<file path="config.mk">
export PLATFORM = sky130hd
export DESIGN_NAME = pgm_stream_parser
export DESIGN_NICKNAME = d
export VERILOG_FILES = /design/src/hdl/psp_pkg.sv /design/src/hdl/psp_parser.sv /design/src/hdl/psp_result_fifo.sv /design/src/hdl/pgm_stream_parser.sv
export SDC_FILE = /design/constraint.sdc
export NUM_CORES = 1
export LEC_CHECK = 0
export ABC_AREA = 1
export ABC_CLOCK_PERIOD_IN_PS = 25000
export BUFFER_PORTS_ARGS = -buffer_cell sky130_fd_sc_hd__buf_2
export CAP_MARGIN = 15
export CELL_PAD_IN_SITES_DETAIL_PLACEMENT = 1
export CELL_PAD_IN_SITES_GLOBAL_PLACEMENT = 2
export CORE_MARGIN = 2
export CORE_UTILIZATION = 40
export DETAILED_ROUTE_END_ITERATION = 8
export PLACE_DENSITY = 0.95
export SETUP_SLACK_MARGIN = 0.3
export SKIP_LAST_GASP = 1
export SLEW_MARGIN = 20
export SYNTH_ARGS = -nofsm -noshare
export SYNTH_HDL_FRONTEND = slang
export SYNTH_HIERARCHICAL = 1
export SYNTH_SLANG_ARGS = --single-unit
</file>
<file path="constraint.sdc">
create_clock -name clk -period 25 [get_ports clk]
set_input_delay 7.5 -clock clk [delete_from_list [all_inputs] [get_ports clk]]
set_output_delay 7.5 -clock clk [all_outputs]
set_load 0.02 [all_outputs]
</file>
<file path="src/hdl/psp_pkg.sv">
// psp_pkg: shared types and constants of the PGM stream parser.
// Beat structs for both channels, result/error codes, character codes.
// No dependencies.
`default_nettype none

package psp_pkg;

	localparam int COORD_BITS = 16;
	localparam logic [19:0] COORD_MAX = 20'((1 << COORD_BITS) - 1);
	localparam logic [19:0] SAMPLE_MAX = 20'd65535;
	localparam logic [15:0] TWO_BYTE_MIN = 16'd256;

	localparam int FIFO_DEPTH = 4;
	localparam int FIFO_AW = $clog2(FIFO_DEPTH);

	localparam logic [7:0] CH_P = 8'h50;
	localparam logic [7:0] CH_2 = 8'h32;
	localparam logic [7:0] CH_5 = 8'h35;
	localparam logic [7:0] CH_HASH = 8'h23;
	localparam logic [7:0] CH_0 = 8'h30;
	localparam logic [7:0] CH_9 = 8'h39;
	localparam logic [7:0] CH_SP = 8'h20;
	localparam logic [7:0] CH_TAB = 8'h09;
	localparam logic [7:0] CH_CR = 8'h0D;
	localparam logic [7:0] CH_LF = 8'h0A;

	typedef enum logic [1:0] {
		KIND_PIXEL = 2'd0,
		KIND_HEADER = 2'd1,
		KIND_ERROR = 2'd2,
		KIND_DONE = 2'd3
	} kind_e;

	typedef enum logic [2:0] {
		ERR_NONE = 3'd0,
		ERR_BAD_MAGIC = 3'd1,
		ERR_DIGIT = 3'd2,
		ERR_OVERFLOW = 3'd3,
		ERR_NO_SEP = 3'd4,
		ERR_ABOVE_MAX = 3'd5,
		ERR_TRUNCATED = 3'd6
	} err_e;

	typedef struct packed {
		logic [7:0] byte_value;
		logic end_of_file;
	} stream_beat_t;

	typedef struct packed {
		kind_e kind;
		logic [15:0] pixel_value;
		logic [15:0] column;
		logic [15:0] row;
		logic [15:0] image_width;
		logic [15:0] image_height;
		logic [15:0] max_value;
		err_e error_code;
		logic trailing_data;
		logic last;
	} result_beat_t;

endpackage

`default_nettype wire

</file>
<file path="src/hdl/psp_parser.sv">
// psp_parser: parse state of the PGM stream and the per-byte step logic.
// One byte per enabled cycle; produces zero, one or two result beats.
// Depends on psp_pkg.
`default_nettype none

module psp_parser import psp_pkg::*; (
	input wire logic clk,
	input wire logic arst_n,
	input wire logic go,
	input wire stream_beat_t beat,
	output logic [1:0] res_count,
	output result_beat_t res0,
	output result_beat_t res1
);

	typedef enum logic [2:0] {
		PH_MAGIC_P,
		PH_MAGIC_D,
		PH_HDR_W,
		PH_HDR_H,
		PH_HDR_M,
		PH_PIX,
		PH_TRAIL
	} phase_e;

	typedef struct packed {
		phase_e phase;
		logic binary_format;
		logic two_byte;
		logic in_comment;
		logic [15:0] acc;
		logic digit_seen;
		logic [15:0] width;
		logic [15:0] height;
		logic [15:0] maxval;
		logic [15:0] col;
		logic [15:0] row;
		logic [7:0] high_byte;
		logic high_held;
		logic err_latched;
		logic trailing;
	} state_t;

	typedef struct packed {
		err_e err;
		state_t s;
	} idle_t;

	typedef struct packed {
		logic ok;
		logic [15:0] col;
		logic [15:0] row;
		state_t s;
	} put_t;

	localparam state_t ST_RESET = '{
		phase: PH_MAGIC_P, binary_format: 1'b0, two_byte: 1'b0, in_comment: 1'b0,
		acc: 16'd0, digit_seen: 1'b0, width: 16'd0, height: 16'd0, maxval: 16'd0,
		col: 16'd0, row: 16'd0, high_byte: 8'd0, high_held: 1'b0,
		err_latched: 1'b0, trailing: 1'b0
	};

	function automatic logic is_ws(input logic [7:0] b);
		return b inside {CH_SP, CH_TAB, CH_CR, CH_LF};
	endfunction

	function automatic logic is_digit(input logic [7:0] b);
		return b inside {[CH_0:CH_9]};
	endfunction

	function automatic logic [15:0] digit_of(input logic [7:0] b);
		logic [7:0] d;
		d = b - CH_0;
		return {12'd0, d[3:0]};
	endfunction

	// whitespace / comment skip ahead of a header number
	function automatic idle_t hdr_idle(input state_t s, input logic [7:0] b);
		idle_t r;
		r.err = ERR_NONE;
		r.s = s;
		if (s.in_comment) begin
			if (b == CH_CR || b == CH_LF)
				r.s.in_comment = 1'b0;
		end else if (is_ws(b)) begin
			r.s = s;
		end else if (b == CH_HASH) begin
			r.s.in_comment = 1'b1;
		end else if (is_digit(b)) begin
			r.s.digit_seen = 1'b1;
			r.s.acc = digit_of(b);
		end else begin
			r.err = ERR_DIGIT;
		end
		return r;
	endfunction

	function automatic idle_t pix_idle(input state_t s, input logic [7:0] b);
		idle_t r;
		r.err = ERR_NONE;
		r.s = s;
		if (is_digit(b)) begin
			r.s.digit_seen = 1'b1;
			r.s.acc = digit_of(b);
		end else if (!is_ws(b)) begin
			r.err = ERR_DIGIT;
		end
		return r;
	endfunction

	function automatic state_t trail_fn(input state_t s, input logic [7:0] b);
		state_t r;
		r = s;
		if (s.in_comment) begin
			if (b == CH_CR || b == CH_LF)
				r.in_comment = 1'b0;
		end else if (b == CH_HASH) begin
			r.in_comment = 1'b1;
		end else if (!is_ws(b)) begin
			r.trailing = 1'b1;
		end
		return r;
	endfunction

	function automatic put_t put_fn(input state_t s, input logic [15:0] v);
		put_t p;
		logic [15:0] col1;
		p.s = s;
		p.ok = (v <= s.maxval);
		p.col = s.col;
		p.row = s.height - s.row - 16'd1;
		col1 = s.col + 16'd1;
		if (p.ok) begin
			if (col1 >= s.width) begin
				p.s.col = 16'd0;
				p.s.row = s.row + 16'd1;
				if (p.s.row >= s.height) begin
					p.s.phase = PH_TRAIL;
					p.s.in_comment = 1'b0;
				end
			end else begin
				p.s.col = col1;
			end
		end
		return p;
	endfunction

	state_t st_q;
	state_t st_n;
	result_beat_t ra;
	result_beat_t rf;
	logic has_a;
	logic has_f;

	always_comb begin
		logic [7:0] b;
		logic eof;
		err_e err;
		idle_t id;
		put_t pp;
		logic [19:0] a20;
		logic [19:0] acc20;
		logic [19:0] lim;
		logic [15:0] w;
		logic [15:0] h;
		logic [15:0] m;

		b = beat.byte_value;
		eof = beat.end_of_file;
		err = ERR_NONE;
		st_n = st_q;
		ra = '0;
		rf = '0;
		has_a = 1'b0;
		has_f = 1'b0;
		id = '0;
		pp = '0;
		w = st_q.width;
		h = st_q.height;
		m = st_q.maxval;
		a20 = {4'd0, st_q.acc};
		acc20 = (a20 << 3) + (a20 << 1) + {4'd0, digit_of(b)};
		lim = (st_q.phase == PH_HDR_M) ? SAMPLE_MAX : COORD_MAX;

		if (!go) begin
			st_n = st_q;
		end else if (st_q.err_latched) begin
			if (eof)
				st_n = ST_RESET;
		end else begin
			case (st_q.phase)
				PH_MAGIC_P: begin
					if (b == CH_P)
						st_n.phase = PH_MAGIC_D;
					else
						err = ERR_BAD_MAGIC;
				end
				PH_MAGIC_D: begin
					if (b == CH_2) begin
						st_n.binary_format = 1'b0;
						st_n.phase = PH_HDR_W;
					end else if (b == CH_5) begin
						st_n.binary_format = 1'b1;
						st_n.phase = PH_HDR_W;
					end else begin
						err = ERR_BAD_MAGIC;
					end
				end
				PH_HDR_W, PH_HDR_H, PH_HDR_M: begin
					if (!st_q.digit_seen) begin
						id = hdr_idle(st_q, b);
						st_n = id.s;
						err = id.err;
					end else if (is_digit(b)) begin
						st_n.acc = acc20[15:0];
						if (acc20 > lim)
							err = ERR_OVERFLOW;
					end else begin
						st_n.digit_seen = 1'b0;
						if (st_q.phase == PH_HDR_W) begin
							st_n.width = st_q.acc;
							st_n.phase = PH_HDR_H;
							id = hdr_idle(st_n, b);
							st_n = id.s;
							err = id.err;
						end else if (st_q.phase == PH_HDR_H) begin
							st_n.height = st_q.acc;
							st_n.phase = PH_HDR_M;
							id = hdr_idle(st_n, b);
							st_n = id.s;
							err = id.err;
						end else if (!is_ws(b)) begin
							err = ERR_NO_SEP;
						end else begin
							st_n.maxval = st_q.acc;
							st_n.two_byte = (st_q.acc >= TWO_BYTE_MIN);
							st_n.col = 16'd0;
							st_n.row = 16'd0;
							st_n.in_comment = 1'b0;
							st_n.phase = (st_q.width == 16'd0 || st_q.height == 16'd0) ?
								PH_TRAIL : PH_PIX;
							ra.kind = KIND_HEADER;
							has_a = 1'b1;
						end
					end
				end
				PH_PIX: begin
					if (st_q.binary_format) begin
						if (!st_q.two_byte) begin
							pp = put_fn(st_q, {8'd0, b});
							has_a = pp.ok;
						end else if (!st_q.high_held) begin
							st_n.high_byte = b;
							st_n.high_held = 1'b1;
						end else begin
							st_n.high_held = 1'b0;
							pp = put_fn(st_n, {st_q.high_byte, b});
							has_a = pp.ok;
						end
						if (has_a) begin
							st_n = pp.s;
							ra.kind = KIND_PIXEL;
							ra.pixel_value = st_q.two_byte ? {st_q.high_byte, b} : {8'd0, b};
							ra.column = pp.col;
							ra.row = pp.row;
						end else if (!st_q.two_byte || st_q.high_held) begin
							err = ERR_ABOVE_MAX;
						end
					end else if (!st_q.digit_seen) begin
						id = pix_idle(st_q, b);
						st_n = id.s;
						err = id.err;
					end else if (is_digit(b)) begin
						st_n.acc = acc20[15:0];
						if (acc20 > SAMPLE_MAX)
							err = ERR_OVERFLOW;
					end else begin
						st_n.digit_seen = 1'b0;
						pp = put_fn(st_n, st_q.acc);
						if (!pp.ok) begin
							err = ERR_ABOVE_MAX;
						end else begin
							st_n = pp.s;
							has_a = 1'b1;
							ra.kind = KIND_PIXEL;
							ra.pixel_value = st_q.acc;
							ra.column = pp.col;
							ra.row = pp.row;
							if (st_n.phase == PH_PIX) begin
								id = pix_idle(st_n, b);
								st_n = id.s;
								err = id.err;
							end else begin
								st_n = trail_fn(st_n, b);
							end
						end
					end
				end
				default: begin
					st_n = trail_fn(st_q, b);
				end
			endcase

			// a P2 value still open at end of file
			if (err == ERR_NONE && eof && st_n.phase == PH_PIX && !st_n.binary_format &&
				st_n.digit_seen) begin
				st_n.digit_seen = 1'b0;
				pp = put_fn(st_n, st_n.acc);
				if (!pp.ok) begin
					err = ERR_ABOVE_MAX;
				end else begin
					has_a = 1'b1;
					ra.kind = KIND_PIXEL;
					ra.pixel_value = st_n.acc;
					ra.column = pp.col;
					ra.row = pp.row;
					st_n = pp.s;
				end
			end

			w = st_n.width;
			h = st_n.height;
			m = st_n.maxval;

			if (err != ERR_NONE) begin
				has_f = 1'b1;
				rf.kind = KIND_ERROR;
				rf.error_code = err;
				rf.last = 1'b1;
				if (eof)
					st_n = ST_RESET;
				else
					st_n.err_latched = 1'b1;
			end else if (eof) begin
				has_f = 1'b1;
				rf.last = 1'b1;
				if (st_n.phase == PH_TRAIL) begin
					rf.kind = KIND_DONE;
					rf.trailing_data = st_n.trailing;
				end else begin
					rf.kind = KIND_ERROR;
					rf.error_code = ERR_TRUNCATED;
				end
				st_n = ST_RESET;
			end

			ra.image_width = w;
			ra.image_height = h;
			ra.max_value = m;
			rf.image_width = w;
			rf.image_height = h;
			rf.max_value = m;
		end
	end

	always_comb begin
		res_count = {1'b0, has_a} + {1'b0, has_f};
		res0 = has_a ? ra : rf;
		res1 = rf;
	end

	always_ff @(posedge clk or negedge arst_n) begin
		if (!arst_n) begin
			st_q <= ST_RESET;
		end else begin
			st_q <= st_n;
		end
	end

endmodule

`default_nettype wire

</file>
<file path="src/hdl/psp_result_fifo.sv">
// psp_result_fifo: small result queue, takes up to two beats per cycle, gives one when not stalled.
// Decouples the parser from a stalling receiver.
// Depends on psp_pkg.
`default_nettype none

module psp_result_fifo import psp_pkg::*; (
	input wire logic clk,
	input wire logic arst_n,
	input wire logic [1:0] push_count,
	input wire result_beat_t push0,
	input wire result_beat_t push1,
	output logic room,
	output logic out_valid,
	input wire logic out_stall,
	output result_beat_t out_beat
);

	result_beat_t entry_q [FIFO_DEPTH];
	logic [FIFO_AW-1:0] wr_ptr_q;
	logic [FIFO_AW-1:0] rd_ptr_q;
	logic [FIFO_AW:0] count_q;
	logic pop;
	logic [FIFO_AW-1:0] wr_ptr1;

	assign room = (count_q <= (FIFO_AW + 1)'(FIFO_DEPTH - 2));
	assign out_valid = (count_q != '0);
	assign out_beat = entry_q[rd_ptr_q];
	assign pop = out_valid && !out_stall;
	assign wr_ptr1 = wr_ptr_q + FIFO_AW'(1);

	always_ff @(posedge clk) begin
		if (push_count != 2'd0)
			entry_q[wr_ptr_q] <= push0;
		if (push_count == 2'd2)
			entry_q[wr_ptr1] <= push1;
	end

	always_ff @(posedge clk or negedge arst_n) begin
		if (!arst_n) begin
			wr_ptr_q <= '0;
			rd_ptr_q <= '0;
			count_q <= '0;
		end else begin
			wr_ptr_q <= wr_ptr_q + FIFO_AW'(push_count);
			if (pop)
				rd_ptr_q <= rd_ptr_q + FIFO_AW'(1);
			count_q <= count_q + (FIFO_AW + 1)'(push_count) - (FIFO_AW + 1)'(pop);
		end
	end

endmodule

`default_nettype wire

</file>
<file path="src/hdl/pgm_stream_parser.sv">
// pgm_stream_parser: PGM (P2/P5) byte stream decoder, top level.
// Input register, parser step logic, result queue.
// Depends on psp_pkg, psp_parser, psp_result_fifo.
//
// Usage:
//   stream_*  one file byte per beat, end_of_file set on the last byte.
//   result_*  pixel, header, error and finished beats, last set on the beat
//             that closes a file.
//   A byte is parsed while it sits in the input register; its results are
//   written into the result queue and leave from there.
//   One byte is taken per cycle while the queue has room. A byte that makes
//   two results (a pixel and the closing beat) hands them out one by one; the
//   4-entry result queue absorbs this and stream_stall rises only when fewer
//   than two queue slots are free while a byte waits in the input register.
//   When the receiver stalls, result beats stay queued and the input backs up.
//   Reset clears the parse state, the input register and the queue; the block
//   then expects the magic of a new file.
`default_nettype none

module pgm_stream_parser import psp_pkg::*; (
	input wire logic clk,
	input wire logic arst_n,
	input wire logic stream_valid,
	output logic stream_stall,
	input wire stream_beat_t stream_beat,
	output logic result_valid,
	input wire logic result_stall,
	output result_beat_t result_beat
);

	logic valid_s1;
	stream_beat_t beat_s1;
	logic room;
	logic go;
	logic [1:0] res_count;
	result_beat_t res0;
	result_beat_t res1;

	assign go = valid_s1 && room;
	assign stream_stall = valid_s1 && !room;

	always_ff @(posedge clk or negedge arst_n) begin
		if (!arst_n) begin
			valid_s1 <= 1'b0;
		end else if (!stream_stall) begin
			valid_s1 <= stream_valid;
		end
	end

	always_ff @(posedge clk) begin
		if (!stream_stall && stream_valid)
			beat_s1 <= stream_beat;
	end

	psp_parser u_parser (
		.clk(clk),
		.arst_n(arst_n),
		.go(go),
		.beat(beat_s1),
		.res_count(res_count),
		.res0(res0),
		.res1(res1)
	);

	psp_result_fifo u_fifo (
		.clk(clk),
		.arst_n(arst_n),
		.push_count(res_count),
		.push0(res0),
		.push1(res1),
		.room(room),
		.out_valid(result_valid),
		.out_stall(result_stall),
		.out_beat(result_beat)
	);

	a_two_only_closing: assert property (@(posedge clk) disable iff (!arst_n)
		res_count == 2'd2 |-> (res1.last && !res0.last))
		else $error("second result of a byte is not the closing beat");

	a_idle_no_results: assert property (@(posedge clk) disable iff (!arst_n)
		!go |-> res_count == 2'd0)
		else $error("results produced without a byte");

	a_push_shows: assert property (@(posedge clk) disable iff (!arst_n)
		res_count != 2'd0 |=> result_valid)
		else $error("pushed result not visible");

	a_pixel_no_error: assert property (@(posedge clk) disable iff (!arst_n)
		result_valid && result_beat.kind == KIND_PIXEL |->
			(result_beat.error_code == ERR_NONE && !result_beat.last))
		else $error("pixel beat carries error or last");

endmodule

`default_nettype wire
</file>
* After elaboration in Yosys (flattened, before gate mapping)
Memories as Yosys holds them, arrays and structs flattened. Index checks and enable logic that the tools add are counted.
Storage, ports and cells: memory bits (writable) 412, output and inout port bits 105, logic and storage cells 299, input bits 13, register bits after elaboration 131, memories 1
Memory list:
- u_fifo.entry_q | words 4, width 103, rd ports 1, clocked after Yosys merged registers in 0, write ports 2, line psp_result_fifo.sv:18 | result_beat_t entry_q [FIFO_DEPTH];
Cells by class: add/sub/neg operators 17, reduce and logical (&&, ||, !) cells 28, multiplexer cells 201, magnitude comparators 13, equality and inequality tests 18
Operators by type and width (number):
- $mux W114 | 14
- $pmux W110 S3 | 1
- $mux W108 | 3
- $mux W146 | 2
- $mux W50 | 5
- $mux W48 | 5
- $mux W110 | 2
- $mux W98 | 2
- $mux W92 | 2
- $mux W18 | 10
- $mux W3 | 40
- $mux W112 | 1
- $mux W16 | 7
- $mux W109 | 1
- $mux W53 | 2
- $mux W103 | 1
- $mux W1 | 65
- $add A16 B1 Y16 const B | 4
- $ge A16 B16 Y1 | 4
- $mux W32 | 2
- $mux W49 | 1
- $le A16 B16 Y1 | 3
- $mux W17 | 2
- $mux W2 | 17
- 45 further kinds | 81

* Depth between registers and ports, before layout
depth after elaboration 36, gate-level depth with buffers 48

* Hierarchy
The synthesis kept the hierarchy.
By module, submodules not included:
- psp_result_fifo | area an instance 22206.3 um^2, cells an instance 2733, times used 1
- psp_parser | area an instance 15332.2 um^2, cells an instance 2369, times used 1
- pgm_stream_parser | area an instance 335.3 um^2, cells an instance 18, times used 1

* Least setup slack after synthesis
No wires, ideal clock.
path type input to register, start point input result_stall, end point register u_fifo.count_q[2], setup time 0.117 ns, data required time 24.883 ns, stages 11, setup slack 16.073 ns, arrival 8.810 ns, path through inv_1 -> nand2_1 -> inv_1 -> ha_1 -> inv_1 -> ha_1 -> inv_1 -> fa_1 -> xor2_1 -> nand2_1 -> nand2_1
On the way: cells in the longest elaborated chain, start to end 3
Ends and longest elaborated chain:
- start, declared | line pgm_stream_parser.sv:27 | input wire logic result_stall,
- $logic_not A1 Y1 | line psp_result_fifo.sv:28 | assign pop = out_valid && !out_stall;
- $logic_and A1 B1 Y1 | line psp_result_fifo.sv:28
- via u_fifo.pop | line psp_result_fifo.sv:22 | logic pop;
- $sub A3 B1 Y3 | line psp_result_fifo.sv:47 | count_q <= count_q + (FIFO_AW + 1)'(push_count) - (FIFO_AW + 1)'(pop);
- end signal, assigned | line psp_result_fifo.sv:47
- end, declared | line psp_result_fifo.sv:21 | logic [FIFO_AW:0] count_q;
The timed path passes the listed nets, and every way through them passes these cells. A chain may end at the register's enable or synchronous reset.

==> impl_metrics.json <==
{
  "grt_use_total": 0.2947,
  "register_area_mm2": 0.01570,
  "setup_slack_ps": 13720,
  "critPathArrivalTime_ps": 3780,
  "clock-sinks": 543,
  "hold_class": "reg2reg",
  "fin_nets": 5293,
  "setup_viol": 0,
  "outcome": "complete, no violations",
  "rsz0062_at_grt": "false",
  "path_class": "reg2out",
  "synth_top_area_cell": "edfxtp_1",
  "detail_route.vias_per_cell": 5.642,
  "maxCapViolations": 0,
  "syn_inst": 5120,
  "fp.dieW_um": 311.7,
  "die_area_mm2": 0.09716,
  "holdPathStages": 2,
  "top_layer": "met5",
  "wl_per_cell_um": 22.81,
  "postCtsSetupBuffers": 0,
  "antenna_found_initial": 7,
  "cp-start-kind": "register",
  "place_hpwl_um": 100600,
  "synth_seq_cells": 543,
  "fin_skew_ps": 27.19,
  "fill_cells": 11820,
  "numCtsBuffers": 68,
  "row_count": 112,
  "postCtsHoldBufs": 0,
  "grt_overflow_total": 0,
  "min_period_over_period": 0.4510,
  "initial_core_util": 0.4046,
  "path_max_fanout": 155,
  "yosysWarnings": 6,
  "finalWorstPathRequiredPeriod_ps": 11280,
  "yosysTopAreaCellShare": 0.3338,
  "place_area_mm2": 0.03901,
  "slew_violations": 0,
  "postSynthAreaPerCell_um2": 7.397,
  "leakagePower_nw": 19.16,
  "cts_resized": 0,
  "core_mm2": 0.09361,
  "worstSetupEndpoint": "result_beat[33]",
  "vdd_ir_drop_max_mv": 0.06144,
  "postRouteWirelength_um": 146000,
  "finalPower_w": 0.003361,
  "pin_count": 118,
  "root_buffer": "clkbuf_16",
  "die_h_um": 311.7,
  "hp-start": "u_parser/st_q[1]$_DFFE_PN0P_",
  "ff2ff_setup_slack_ps": 15390,
  "io_buffers": 117,
  "worst_pin_slew_ps": 1204,
  "ctsLongestPathBuffers": 3,
  "synth_edf_count": 421,
  "htree_levels": 3,
  "end_kind": "output pin",
  "finalHoldViolCount": 0,
  "relSlewSlack": 0.1887,
  "fin_area_mm2": 0.04128,
  "grt_max_degree": 156,
  "cp-startpoint": "u_fifo/rd_ptr_q[0]$_DFFE_PN0P_",
  "multiInputGateArea_mm2": 0.01899,
  "crit_required_ps": 17500,
  "m1WireLength_um": 63750,
  "synthArstFlopShare": 0.2247,
  "setup_tns_ps": 0,
  "cts_tree": "done",
  "drive_gt1_frac": 0.07173,
  "fmax_mhz": 88.69,
  "route.met3.wl_um": 10990,
  "r2r_start": "u_parser/st_q[93]$_DFFE_PN0P_",
  "fin_cells": 6401,
  "area.growth.synth_to_final_pct": 9.002,
  "synth-seq-area-share": 0.4144,
  "synthTopCellsByArea": "edfxtp_1 (33%), nand2_1 (17%), dfrtp_1 (8.1%), o21ai_0 (6.3%), ha_1 (6.1%)",
  "vias": 36120,
  "synth_flop_cell": "edfxtp_1",
  "final_cell_mix": "nand2_1 (1684), nor2_1 (503), o21ai_0 (474)",
  "layout_commonest_cell": "nand2_1",
  "clkTransAtPathRegs_ps": 60,
  "rr_endpoint": "u_fifo/entry_q[3][69]$_DFFE_PP_",
  "drc": 0,
  "ys_types": 67,
  "grt_first_pass_wirelength_um": 222400,
  "dr_wl_met2_um": 66740,
  "insertion_delay_ps": 630,
  "first_pass_iters": 7,
  "ff2ff_path_depth": 33,
  "dp_slack_ps": 14470,
  "gp_congestion": 0.9417,
  "grt_pass1_vias": 36060,
  "netlist_area_mm2": 0.03787,
  "first_iter_violations": 3307,
  "p_per_area_mw_per_mm2": 81.42,
  "ant_nets": 0,
  "dpl.cell_count": 6273
}
-- through the flow --
stage               hold WS [ps]    util
global route               571.1  0.4409
detailed placement         529.7  0.4168
CTS                        539.2  0.4409
finish                     540.7  0.4410
global placement           514.0  0.4168
floorplan                  453.3       -
-- logic make-up after synthesis --
| kind of cell | count (synthesis) | synth area share |
|---|---|---|
| AOI/OAI and AO/OA | 814 | 0.1181 |
| xor gates and xnor gates | 83 | 0.01919 |
| adders and majority gates | 191 | 0.06409 |
| buffers and inverters | 785 | 0.09085 |
| DFF | 543 | 0.4144 |
| other | 1 | 0.00009901 |
| and+or+nand+nor | 2703 | 0.2933 |
-- worst max-delay path, stage by stage (launching register included) --
cell,delay (ps)
dfrtp_4,810
buf_12,520
buf_4,860
nor2_1,120
nor2_1,110
o21ai_0,110
nand2_1,180
buf_2,200
-- report_power, final --
part,internal (W),switching [W],leakage [nW]
Clock,0.000605,0.000416,1.11
Combinational,0.000268,0.000898,12.8
Sequential,0.00111,0.0000639,5.30
Total,0.00198,0.00138,19.2
-- layout make-up --
cell class              count  area share
inverters                 472     0.04340
flip-flops and latches    543      0.3803
diodes                      3   0.0001818
repair buffers            165     0.02346
clock buffers              93     0.04573
well taps                1254     0.03801
clock inverters            32    0.008971
multi-input cells        3839      0.4600
-- flip-flops by register name, indices dropped and copies added, names as in the netlist --
| signal | count |
|---|---|
| u_fifo/entry_q | 412 |
| u_parser/st_q | 114 |
| beat_s1 | 9 |
| u_fifo/rd_ptr_q | 2 |
| u_fifo/count_q | 3 |
| valid_s1 | 1 |
| u_fifo/wr_ptr_q | 2 |
-- routing by layer --
layer  global-route usage  vias to the layer above
met5                    0                        -
met4              0.09419                        6
met3              0.04579                      265
met2               0.4768                     1397
met1               0.4040                    17720
li1                     -                    16730
-- worst min-delay path by stage --
stage / endpoint
6_report: u_parser/st_q[1]$_DFFE_PN0P_
3_3_place_gp: u_parser/st_q[0]$_DFFE_PN0P_
4_1_cts: u_parser/st_q[1]$_DFFE_PN0P_
3_5_place_dp: u_parser/st_q[1]$_DFFE_PN0P_
2_1_floorplan: u_parser/st_q[0]$_DFFE_PN0P_
5_1_grt: u_parser/st_q[1]$_DFFE_PN0P_
-- synthesized netlist by cell type (all sizes together), types with 61 or more instances --
cell type  number
nand2        1701
nor2          525
o21ai         511
inv           468
edfxtp        421
nand3         379
buf           203
ha            186
a21oi         165
dfrtp         122
clkbuf        110
xor2           61
Power figures use the tool's default switching activity.
